===== config.mk =====
export PLATFORM = sky130hd
export DESIGN_NAME = wpg2d_scale
export DESIGN_NICKNAME = d
export VERILOG_FILES = /design/src/design/wpg2d_pkg.sv /design/src/design/wpg2d_scale.sv
export SDC_FILE = /design/constraint.sdc
export NUM_CORES = 1
export LEC_CHECK = 0
export BUFFER_PORTS_ARGS = -buffer_cell sky130_fd_sc_hd__buf_2
export CAP_MARGIN = 20
export CORE_MARGIN = 1.5
export CORE_UTILIZATION = 60
export DETAILED_ROUTE_END_ITERATION = 8
export PLACE_DENSITY = 0.81
export REMOVE_ABC_BUFFERS = 1
export SETUP_SLACK_MARGIN = 0.3
export SYNTH_ARGS = -nofsm -noshare
export SYNTH_HDL_FRONTEND = slang
export SYNTH_SLANG_ARGS = --single-unit

===== constraint.sdc =====
create_clock -name vclk -period 9.7
set_input_delay 1.455 -clock vclk [all_inputs]
set_output_delay 1.455 -clock vclk [all_outputs]
set_load 0.1 [all_outputs]

===== src/design/wpg2d_pkg.sv =====
// ----------------------------------------------------------------------------
// wpg2d_pkg: shared types and constants of the wrapped phase gradient block
// Field widths, configuration register codes, reset values and the wrapped
// phase difference.
// ----------------------------------------------------------------------------
`default_nettype none

package wpg2d_pkg;

  localparam int PHASE_W        = 16;
  localparam int PHASE_BITS     = 16;
  localparam int SUM_W          = PHASE_BITS + 1;
  localparam int SCALE_W        = 16;
  localparam int GRAD_W         = 24;
  localparam int SHIFT_EDGE     = 8;
  localparam int SHIFT_INT      = 9;

  localparam int CFG_IDX_W      = 2;
  localparam int CFG_DATA_W     = 16;
  localparam int CFG_DIM_W      = 11;

  localparam int MAX_WIDTH_DEF  = 1024;
  localparam int MAX_HEIGHT_DEF = 1024;

  localparam int FRAME_WIDTH_RST  = 1024;
  localparam int FRAME_HEIGHT_RST = 1024;
  localparam logic [SCALE_W-1:0] X_SCALE_RST = SCALE_W'(256);
  localparam logic [SCALE_W-1:0] Y_SCALE_RST = SCALE_W'(256);

  typedef enum logic [CFG_IDX_W-1:0] {
    CFG_FRAME_WIDTH,
    CFG_FRAME_HEIGHT,
    CFG_X_SCALE,
    CFG_Y_SCALE
  } cfg_index_e;

  typedef enum logic [1:0] {
    RES_MAIN,
    RES_EXTRA,
    RES_FINAL
  } res_e;

  function automatic logic signed [PHASE_BITS-1:0] wrap_diff(
    input logic [PHASE_BITS-1:0] hi,
    input logic [PHASE_BITS-1:0] lo
  );
    return signed'(hi - lo);
  endfunction

endpackage

`default_nettype wire


===== src/design/wpg2d_scale.sv =====
// ----------------------------------------------------------------------------
// wpg2d_scale: gradient scaling unit
// Multiplies a wrapped difference sum by a Q8.8 scale, rounds half up at the
// edge or interior shift, and saturates to the gradient width.
// ----------------------------------------------------------------------------
`default_nettype none

module wpg2d_scale
  import wpg2d_pkg::*;
(
  input  logic signed [SUM_W-1:0]   sum_i,
  input  logic        [SCALE_W-1:0] scale_i,
  input  logic                      interior_i,
  output logic signed [GRAD_W-1:0]  grad_o
);

  localparam int PROD_W = SUM_W + SCALE_W + 1;
  localparam int RND_W  = PROD_W + 1;

  localparam logic signed [RND_W-1:0] HALF_EDGE = RND_W'(2 ** (SHIFT_EDGE - 1));
  localparam logic signed [RND_W-1:0] HALF_INT  = RND_W'(2 ** (SHIFT_INT - 1));
  localparam logic signed [RND_W-1:0] GRAD_HI   = RND_W'(2 ** (GRAD_W - 1) - 1);
  localparam logic signed [RND_W-1:0] GRAD_LO   = RND_W'(-(2 ** (GRAD_W - 1)));

  logic signed [SCALE_W:0]  scale_s;
  logic signed [PROD_W-1:0] prod;
  logic signed [RND_W-1:0]  rnd;
  logic signed [RND_W-1:0]  shifted;

  assign scale_s = signed'({1'b0, scale_i});
  assign prod    = PROD_W'(sum_i) * PROD_W'(scale_s);
  assign rnd     = RND_W'(prod) + (interior_i ? HALF_INT : HALF_EDGE);
  assign shifted = interior_i ? (rnd >>> SHIFT_INT) : (rnd >>> SHIFT_EDGE);

  always_comb begin
    priority if (shifted > GRAD_HI) begin
      grad_o = GRAD_HI[GRAD_W-1:0];
    end else if (shifted < GRAD_LO) begin
      grad_o = GRAD_LO[GRAD_W-1:0];
    end else begin
      grad_o = shifted[GRAD_W-1:0];
    end
  end

endmodule

`default_nettype wire


# After elaboration in Yosys (flattened, before gate mapping)
# Index checks and enable logic that the tools add are counted.
# classes
n_addsub	1
mul	1
magnitude_cmp	2
n_mux	4
# op_table
op	count
$mux 24	2
$add 34x10->35	1
$mul 17x17->34	1
$gt 27x24->1 const B	1
$lt 27x24->1 const B	1
$mux 26	1
$mux 9	1
# totals
regBits	0
input_bits	34
output_inout_bits	24

# Logic depth before layout (Yosys ltp)
# Gate-level depths: netlist of run 1.
# logic_depth
depth_word	6
depth_mapped	26
mapped_depth_nobuf	23

# Worst setup path before layout of run 1
# No wires, ideal clock.
# synth_path
path_type	input-to-output
start	input sum_i[16]
end	output grad_o[12]
arrival_time_ns	8.893
t_required_ns	8.245
setup_slack_ns	-0.648
path_stages	21
path_buffers	2
cell_sequence	clkbuf_1 nand2_1 fa_1 fa_1 inv_1 fa_1 fa_1 fa_1 inv_1 fa_1 inv_1 ha_1 a21o_1 a21o_1 a21oi_1 mux2i_1 o31ai_1 nor4_1 o211ai_2 buf_4 a31oi_1
# synth_between
elab_chain_len	6
word_cells_on_any_way	7
cone_classes	1 x add/sub; 1 x mul; 2 x order compare; 3 x mux
# synth_lines
item	line	text
start: declaration	wpg2d_scale.sv:11	input logic signed [SUM_W-1:0] sum_i,
$mul 17x17->34 *	wpg2d_scale.sv:31	assign prod = PROD_W'(sum_i) * PROD_W'(scale_s);
$add 34x10->35 *	wpg2d_scale.sv:32	assign rnd = RND_W'(prod) + (interior_i ? HALF_INT : HALF_EDGE);
$mux 26	wpg2d_scale.sv:33	assign shifted = interior_i ? (rnd >>> SHIFT_INT) : (rnd >>> SHIFT_EDGE);
$lt 27x24->1	wpg2d_scale.sv:38	end else if (shifted < GRAD_LO) begin
$mux 24	wpg2d_scale.sv:38	
$mux 24 *	wpg2d_scale.sv:36	priority if (shifted > GRAD_HI) begin
end: declaration	wpg2d_scale.sv:14	output logic signed [GRAD_W-1:0] grad_o
# Mark *: on every way between the ends. The rest lies on a longest branch, timed or not.

# Worst setup path after layout of run 1
# layout_path
start	input sum_i[15]
end	output grad_o[13]
# Same word-level chain as after synthesis.

==> results of run 1 <==
==> cells in the mapped netlist (3+ instances only) <==
| library cell | n |
|---|---|
| and3_1 | 3 |
| and2_1 | 163 |
| o21a_1 | 4 |
| fa_1 | 283 |
| a21oi_1 | 37 |
| a211o_1 | 3 |
| nand3_1 | 12 |
| o211ai_1 | 6 |
| inv_1 | 379 |
| a211oi_1 | 4 |
| a41oi_2 | 4 |
| mux2i_1 | 6 |
| xor2_1 | 5 |
| a21o_1 | 16 |
| nor4_1 | 3 |
| nor2_1 | 23 |
| or3_1 | 3 |
| nor3_1 | 8 |
| buf_6 | 3 |
| xnor2_1 | 21 |
| nand4_1 | 4 |
| nand2_1 | 148 |
| o21ai_0 | 23 |
| nor2b_1 | 3 |
| ha_1 | 98 |
| buf_2 | 5 |
| clkbuf_1 | 48 |
| a31oi_1 | 21 |
| a41oi_1 | 3 |
| o31ai_1 | 4 |
==> logic make-up after synthesis <==
group,after synthesis,synth area share
XOR/XNOR,26,0.01910
adder cells (fa/ha/maj),381,0.5780
multiplexers,7,0.005981
buffers and inverters,439,0.1410
AO/OA/AOI/OAI,152,0.09266
AND/OR/NAND/NOR,381,0.1633
==> layer usage <==
metal,routed length [um],part of all wire,GRT usage
met3,1064,0.037,0.01490
met1,10960,0.38,0.3520
met5,0,0,0
met4,1081,0.037,0.08861
met2,15870,0.55,0.5732
==> worst max-delay path, stage by stage <==
cell	delay [ns]
buf_2	0.17
buf_4	0.19
and2_1	0.18
fa_1	0.57
fa_1	0.46
fa_1	0.50
fa_1	0.54
fa_1	0.50
inv_1	0.05
fa_1	0.47
inv_1	0.04
ha_2	0.36
o21a_1	0.14
o2bb2ai_1	0.10
or3b_4	0.39
a211o_1	0.31
and2_4	0.19
a2111oi_4	0.32
buf_4	0.20
a211oi_4	0.07
buf_12	0.16
a31oi_2	0.25
buf_12	0.22
==> through the flow <==
step                      utilization  instance area, um^2  setup WS (ns)  hold slack [ns]
after detailed placement       0.6562                12770        -0.3228            3.696
final                          0.6941                13510         0.4016            3.665
after floorplan                     -                11670        -0.4532            3.579
after global placement         0.6562                12770       -0.07996            3.677
after global routing           0.6941                13510         0.1779            3.692
after CTS                      0.6719                13080         0.3017            3.652
==> what timing repair did <==
item | in CTS | in global routing
resized for setup | 30 | 84
endpoints found under the setup margin | 23 | 24
gates cloned | 3 | 0
buffers inserted | 7 | 7
pin swaps | 8 | 12
==> cell type report <==
class | instances | area (um^2) | share of cell area
tap | 265 | 331.6 | 0.02454
inverter | 380 | 1429 | 0.1058
multi-input combinational | 950 | 10770 | 0.7972
timing repair buffer | 90 | 979.7 | 0.07252
==> how the worst min path moves through the flow <==
stage	from	endpoint	slack, ns	cells after the start
floorplan	interior_i	grad_o[16]	3.58	2
global placement	interior_i	grad_o[16]	3.68	5
detailed placement	interior_i	grad_o[21]	3.70	5
CTS	interior_i	grad_o[15]	3.65	5
global route	interior_i	grad_o[10]	3.69	5
finish	interior_i	grad_o[15]	3.66	5
==> results by stage, run 1 <==
Floorplanning:
- The die covers 20730 um^2.
- The area of the core region is 19460 um^2.
- Measured along the x axis, the die boundary spans 144.0 um.
- The die height is 144.0 um.
- The initialized floorplan defines 51 standard-cell rows.
- For this configuration, the core starts out at a cell density of 0.6127.
- In this run the count of I/O pins placed on the die edge is 58.

Drt:
- The remaining antenna violation count is 0.
- The total wirelength of the detailed-routed design is between 20000 and 30000 um.
- After detailed routing, the average wire length per cell comes to 17.20 um.
- In the routed layout, each cell is associated on average with a via count of 5.630.
- The number of detailed-routing iterations run before antenna repair is 5.
- The DRC violation total after the first TritonRoute iteration is 571.
- The remaining design rule violation count is 0.
- The routed layout has 9487 vias.

Worst setup path:
- The data arrival time of the worst path is 7.84 ns.
- The worst setup path category is in2out.
- Data on the critical path is required at its endpoint by 8.25 ns.
- The critical path ends at grad_o[13].
- The kind of end point of the critical path is a primary output.
- The peak fanout along the critical path is 12.
- The sort of element at the start of the critical path is a primary input.
- The first element of the critical path is sum_i[15].

Placed design:
- The detailed placement HPWL is 23520 um.
- The number of buffer cells added on primary ports is between 50 and 60.
- The weighted congestion at the end of routability-driven global placement is ~0.94.
- Including well taps, the total number of placed cells is about 1700.

Final layout:
- The top cell types in the final layout, fill and taps aside, are 376 x inv_1, 281 x fa_1, 162 x and2_1.
- The number of flip-flops and latches is 0.
- Once layout is complete, the cells apart from fillers number between 1500 and 2000.
- Leaving out fill and tap cells, the most frequent cell in the layout is inv_1.
- The clock buffer instance count of the final layout is 0.
- The number of filler cells placed in the layout is between 1000 and 1500.
- From synthesis to final layout, the design area changed by 13.29%.
- At the end of the flow, the number of nets in the layout was 1837.
- The diode insertion count for antenna repair is 0.
- Summing all flip-flop and latch instances after layout gives 0 um^2.
- The layout cell share with drive strength beyond 1 is 0.1190.

Timing:
- The measured slew at the worst slew-check pin is 0.7803 ns.
- The final cycle utilization of the critical path is 0.9586.
- The worst slew margin relative to its limit is 0.4761.
- The top achievable clock speed is between 100 and 150 MHz.
- Setup repair after global routing could not meet its margin everywhere.
- Setup violations remaining at the end of the flow were counted as 0.
- The routed design could run at a clock period as short as 9.298 ns.
- The count of final hold-check violations was 0.
- The count of pins over their slew limit is 0.
- The post-route setup TNS is 0 ns.

Synthesis:
- By area the synthesized netlist is led by fa_1 48%, inv_1 12%, ha_1 10%.
- The mean instance size in the synthesized netlist is 8.603 um^2.
- After synthesis, the netlist uses 67 different library cells.
- The synthesized netlist occupies a cell area of roughly 12000 um^2.
- Of the post-synthesis cell area, the dominant cell type holds 0.4751.
- The number of warning messages in the yosys log is 0.
- The sequential share of the synthesized area is 0.
- The biggest area consumer among synthesized cells is fa_1.
- The post-synthesis cell count is between 1000 and 1500.

Global route:
- The number of global-route vias before repair is 10490.
- The pin count of the biggest net entering global routing is 29.
- The wire length of the first global-routing pass is 48670 um.
- The initial antenna violation count came to 0.
- The total congestion overflow is 0.
- The total global-route track usage is 0.2960.

Job:
- Across the run, the number of max-cap violations was 0.

Outcome:
- The flow ran to the end, and the final reports show no timing, DRC or antenna violations.

Worst hold path:
- The worst hold path belongs to the class in2out.

Clock network:
- The number of hold-repair buffers added at the cts stage is 0.
Power of run 1 is not shown: default switching activity piles up to over one toggle a cycle in this logic, so the estimate is an artifact.
==> run 2: changes to the inputs <==
CORE_UTILIZATION = 50   (was 60)
PLACE_DENSITY = 0.73   (was 0.81)
clock period = 7.5 ns   (was 9.7 ns; I/O delays follow)
==> results by stage, run 2 (synthesized netlist as in run 1, its figures left out) <==
Outcome:
- Result of the run: finished, violations left (was finished, final reports clean).
- The checks that failed: negative setup slack.

Final layout:
- The number of flip-flops and latches is 0 (unchanged).
- The diode insertion count for antenna repair is 0 (unchanged).
- The final layout net count is 2062 (was 1837).
- The clock buffer instance count of the final layout came to 0 (unchanged).
- The layout cell share with drive strength beyond 1 is 0.3125 (was 0.1190).
- The post-route cell area is 16520 um^2 (was 13510 um^2).
- The total area of sequential cells is 0 um^2 (unchanged).
- The share of the core filled with cells is 0.7057 (was 0.6941).
- The number of filler cells placed in the layout is 1562 (was 1410).
- The leading cell type in the layout, fill and taps excluded was inv_1 (unchanged).
- Most used cells in the layout excluding fill and tap cells: 345 x inv_1, 264 x fa_1, 216 x buf_4 (was 376 x inv_1, 281 x fa_1, 162 x and2_1).
- The area added between synthesis and finish is 38.51% (was 13.29%).

Drt:
- The average via count per standard cell was 5.489 (was 5.630).
- The remaining design rule violation count is 0 (unchanged).
- The total via count in the routed design is 10780 (was 9487).
- The number of detailed-routing iterations run before antenna repair is 5 (unchanged).
- The remaining antenna violation count came to 0 (unchanged).
- The DRC violation total after the first TritonRoute iteration was 717 (was 571).
- The average wire per cell in the routed design is 19.04 um (was 17.20 um).
- The total wirelength of the detailed-routed design is 37390 um (was 28980 um).

Timing:
- Unrepaired setup endpoints after global routing: true (unchanged).
- The count of pins over their slew limit came to 0 (unchanged).
- The top achievable clock speed is 115.2 MHz.
- The worst setup slack after layout is -1.179 ns (was 0.4016 ns).
- The routed design could run at a clock period as short as 8.679 ns.
- In the finished design, the share of the clock period the worst path needs comes to 1.157.
- The worst hold margin came to 3.173 ns (was 3.665 ns).
- The count of final hold-check violations was 0 (unchanged).
- The total of endpoints with negative setup slack in the final report is 24 (was 0).
- The worst slew margin relative to its limit is 0.6766 (was 0.4761).
- The measured slew at the worst slew-check pin is 0.4800 ns (was 0.7803 ns).

Floorplanning:
- The die footprint came to 24780 um^2 (was 20730 um^2).
- The row count is 56 (was 51).
- The width of the die is 157.4 um (was 144.0 um).
- The die height is 157.4 um (was 144.0 um).
- The initial cell density of the core is 0.5095 (was 0.6127).
- The number of top-level pins came to 58 (unchanged).
- The area of the core region was 23400 um^2 (was 19460 um^2).

Placed design:
- The worst setup timing slack at the placement stage is -1.436 ns (was -0.3228 ns).
- The detailed placement HPWL was 25140 um (was 23520 um).
- The weighted congestion at the end of routability-driven global placement is 0.8634 (was 0.9379).
- The area of placed instances is 14260 um^2 (was 12770 um^2).
- The number of buffer cells added on primary ports came to 58 (unchanged).

Global route:
- The number of global-route vias before repair is 11770 (was 10490).
- The initial antenna violation count is 0 (unchanged).
- The total global-route track usage is 0.2913 (was 0.2960).
- The wire length of the first global-routing pass came to 56930 um (was 48670 um).
- The total congestion overflow is 0 (unchanged).
- The pin count of the biggest net entering global routing is 28 (was 29).

Worst setup path:
- The peak fanout along the critical path was 8 (was 12).
- The cell with the largest stage delay on the worst path is fa_1 (unchanged).
- The sort of element at the start of the critical path was a primary input (unchanged).
- The data required time of the critical path is 6.38 ns (was 8.25 ns).
- The worst setup path category is in2out (unchanged).
- The data arrival time of the worst path is 7.55 ns (was 7.84 ns).
- The stage delay of the slowest cell on the critical path is 0.63 ns (was 0.57 ns).
- The kind of end point of the critical path was a primary output (unchanged).
- The cell repeated most along the worst path is fa_1 (unchanged).

Job:
- The max capacitance violation total is 0 (unchanged).

Worst hold path:
- The class of the most critical hold timing path is in2out (unchanged).

Clock network:
- The number of hold-repair buffers added at the cts stage came to 0 (unchanged).
==> run 2: changes by cell type in the layout (fill, tap and decap cells not counted), moves of 14 or more <==
cell	change
buf_12	+22
inv_1	-31
and2_1	-20
fa_2	+17
fa_1	-17
buf_4	+186
and2_4	+20
nand2_1	-14
inv_2	+31
buf_6	+24
==> run 2: metal layers <==
metal,track usage,vias to the layer above,part of all wire
met5,0,-,0
met2,0.5565,504,0.52
met4,0.1056,0,0.054
li1,-,4663,-
met1,0.3318,5425,0.37
met3,0.03387,189,0.059
==> run 2: path summary, 6_finish.rpt <==
| path | from | endpoint | depth (start not counted) |
|---|---|---|---|
| worst max-delay path | sum_i[16] | grad_o[13] | 26 |
| worst min-delay path | interior_i | grad_o[15] | 6 |
==> run 2: area by class of cell <==
type	instances	area, um^2	area share
Inverter	380	1429	0.08652
Timing Repair Buffer	317	3302	0.1999
Tap cell	319	399.1	0.02417
Multi-Input combinational cell	948	11390	0.6894
==> run 2: repair_timing <==
action / CTS / global route
setup endpoints to repair: 24 / 24
endpoints found under the hold margin: 0 / 0
gates resized for setup: 261 / 89
setup buffers: 29 / 23
pin swaps: 67 / 63
gates cloned: 11 / 2
==> run 2: metrics by stage <==
step | cells | setup TNS, ns
2_1_floorplan | 1327 | -43.72
3_3_place_gp | 1899 | -29.07
3_5_place_dp | 1899 | -33.17
4_1_cts | 1939 | -18.49
5_1_grt | 1964 | -28.66
6_report | 1964 | -26.05
==> run 2: worst max-delay path: cells and delay by family <==
kind / cells / cell delay (ns)
AND/OR/NAND/NOR: 5 / 0.86
multiplexers: 1 / 0.22
adder cells (fa/ha/maj): 7 / 3.48
buffers and inverters: 10 / 1.35
AO/OA/AOI/OAI: 3 / 0.49
Power of run 2 is left out for the same reason.
==> run 3: changes to the inputs <==
PLACE_DENSITY = 0.75   (was 0.73)
==> results by stage, run 3 (synthesized netlist as in run 1, its figures left out) <==
Global route:
- The initial antenna violation count is 0 (unchanged).
- The wire length of the first global-routing pass is 54350 um (was 56930 um).
- The total congestion overflow is 0 (unchanged).
- The total global-route track usage is 0.2753 (was 0.2913).
- The number of global-route vias before repair is 11720 (was 11770).
- The pin count of the biggest net entering global routing was 28 (unchanged).

Drt:
- The average via count per standard cell came to 5.451 (was 5.489).
- The post-route met1 wirelength is 12670 um (was 13690 um).
- The total via count in the routed design came to 10660 (was 10780).
- The detailed-routed wire length on met3 is 1653 um (was 2213 um).
- The detailed route wirelength on metal2 is 18810 um (was 19450 um).
- The remaining antenna violation count is 0 (unchanged).
- The DRC violation total after the first TritonRoute iteration is 654 (was 717).
- The average wire per cell in the routed design is 17.88 um (was 19.04 um).
- The remaining design rule violation count is 0 (unchanged).
- The uppermost layer routed is met4 (unchanged).
- The total wirelength of the detailed-routed design is 34980 um (was 37390 um).
- The number of detailed-routing iterations run before antenna repair is 8 (was 5).

Worst hold path:
- The hold path endpoint is grad_o[11] (was grad_o[15]).
- The class of the most critical hold timing path was in2out (unchanged).
- The start point of the worst hold path is interior_i (unchanged).
- The number of cells on the worst hold path is 6 (unchanged).

Final layout:
- The number of flip-flops and latches is 0 (unchanged).
- The total area of sequential cells is 0 um^2 (unchanged).
- The final layout net count came to 2054 (was 2062).
- The number of filler cells placed in the layout is 1635 (was 1562).
- The layout cell share with drive strength beyond 1 is 0.2841 (was 0.3125).
- The area added between synthesis and finish is 35.66% (was 38.51%).
- The leading cell type in the layout, fill and taps excluded is inv_1 (unchanged).
- The share of the core filled with cells is 0.6912 (was 0.7057).
- Most used cells in the layout excluding fill and tap cells: 359 x inv_1, 270 x fa_1, 217 x buf_4 (was 345 x inv_1, 264 x fa_1, 216 x buf_4).
- The diode insertion count for antenna repair is 0 (unchanged).
- The clock buffer instance count of the final layout is 0 (unchanged).
- The area occupied by multi-input gates was 11280 um^2 (was 11390 um^2).
- The post-route cell area was 16180 um^2 (was 16520 um^2).

Worst setup path:
- The peak fanout along the critical path came to 12 (was 8).
- The sort of element at the start of the critical path is a primary input (unchanged).
- The data arrival time of the worst path is 7.36 ns (was 7.55 ns).
- The data required time of the critical path is 6.38 ns (about the same).
- The cell with the largest stage delay on the worst path is fa_1 (unchanged).
- The cell family with the largest share of critical-path delay is adder cells (unchanged).
- The kind of end point of the critical path is a primary output (unchanged).
- The cell repeated most along the worst path is fa_1 (unchanged).
- The worst setup path category is in2out (unchanged).
- The stage delay of the slowest cell on the critical path was 0.54 ns (was 0.63 ns).
- The buffer and inverter count on the worst path is 11 (was 10).

Job:
- The max capacitance violation total is 0 (unchanged).

Placed design:
- The detailed placement HPWL is 25320 um (was 25140 um).
- The weighted congestion at the end of routability-driven global placement is 0.8988 (was 0.8634).
- The area of placed instances is 14330 um^2 (was 14260 um^2).
- The number of buffer cells added on primary ports is 58 (unchanged).

Timing:
- The count of final hold-check violations is 0 (unchanged).
- The worst hold margin is 3.167 ns (was 3.173 ns).
- The final cycle utilization of the critical path came to 1.131 (was 1.157).
- The count of pins over their slew limit is 0 (unchanged).
- The post-route setup TNS was -22.10 ns (was -26.05 ns).
- The total of endpoints with negative setup slack in the final report is 24 (unchanged).
- The worst slew margin relative to its limit is 0.6858 (was 0.6766).
- Unrepaired setup endpoints after global routing: true (unchanged).
- The top achievable clock speed came to 117.9 MHz (was 115.2 MHz).
- The measured slew at the worst slew-check pin is 0.4671 ns (was 0.4800 ns).
- The post-route minimum period is 8.484 ns (was 8.679 ns).
- The worst setup slack after layout is -0.9838 ns (was -1.179 ns).

Floorplanning:
- The width of the die is 157.4 um (unchanged).
- The row count is 56 (unchanged).
- The area of the core region is 23400 um^2 (unchanged).
- The die footprint is 24780 um^2 (unchanged).
- The number of top-level pins is 58 (unchanged).
- The die height is 157.4 um (unchanged).
- The initial cell density of the core came to 0.5095 (unchanged).

Outcome:
- Result of the run: finished, violations left (unchanged).
- Violations in the final reports: negative setup slack (unchanged).
-- run 3: changes by cell type in the layout (fill, tap and decap cells not counted), sizes merged --
| cell | before | now |
|---|---|---|
| clkbuf | 3 | 4 |
| buf | 312 | 305 |
| bufbuf | 2 | 0 |
-- run 3: worst max path at each step --
stage               depth (start not counted)       start    endpoint
finish                                     26  scale_i[5]  grad_o[15]
global route                               28  scale_i[5]  grad_o[11]
CTS                                        25   sum_i[12]  grad_o[13]
detailed placement                         22  scale_i[6]  grad_o[10]
global placement                           22   sum_i[16]  grad_o[11]
floorplan                                  19  scale_i[2]  grad_o[12]
-- run 3: cell type report --
| cell class | instances | share of cell area |
|---|---|---|
| tap | 319 | 0.02468 |
| inverter | 380 | 0.08849 |
| timing repair buffer | 309 | 0.1894 |
| multi-input combinational | 948 | 0.6974 |
-- run 3: timing repair --
item / CTS / global route
pin swaps: 40 / 87
gates cloned: 6 / 4
hold buffers: 0 / 0
gates resized for setup: 168 / 121
buffers inserted: 28 / 10
endpoints found under the hold margin: 0 / 0
endpoints found under the setup margin: 24 / 24
-- run 3: through the flow --
step	cells	worst slack [ns]
after floorplan	1327	-1.993
after global placement	1908	-1.257
after detailed placement	1908	-1.431
after CTS	1942	-0.8713
after global routing	1956	-1.166
final	1956	-0.9838
-- run 3: layer usage --
metal | vias to the layer above | track usage
met5 | - | 0
met4 | 0 | 0.1024
met3 | 168 | 0.02093
met2 | 427 | 0.5335
met1 | 5423 | 0.3131
li1 | 4644 | -
Power of run 3 is left out for the same reason.
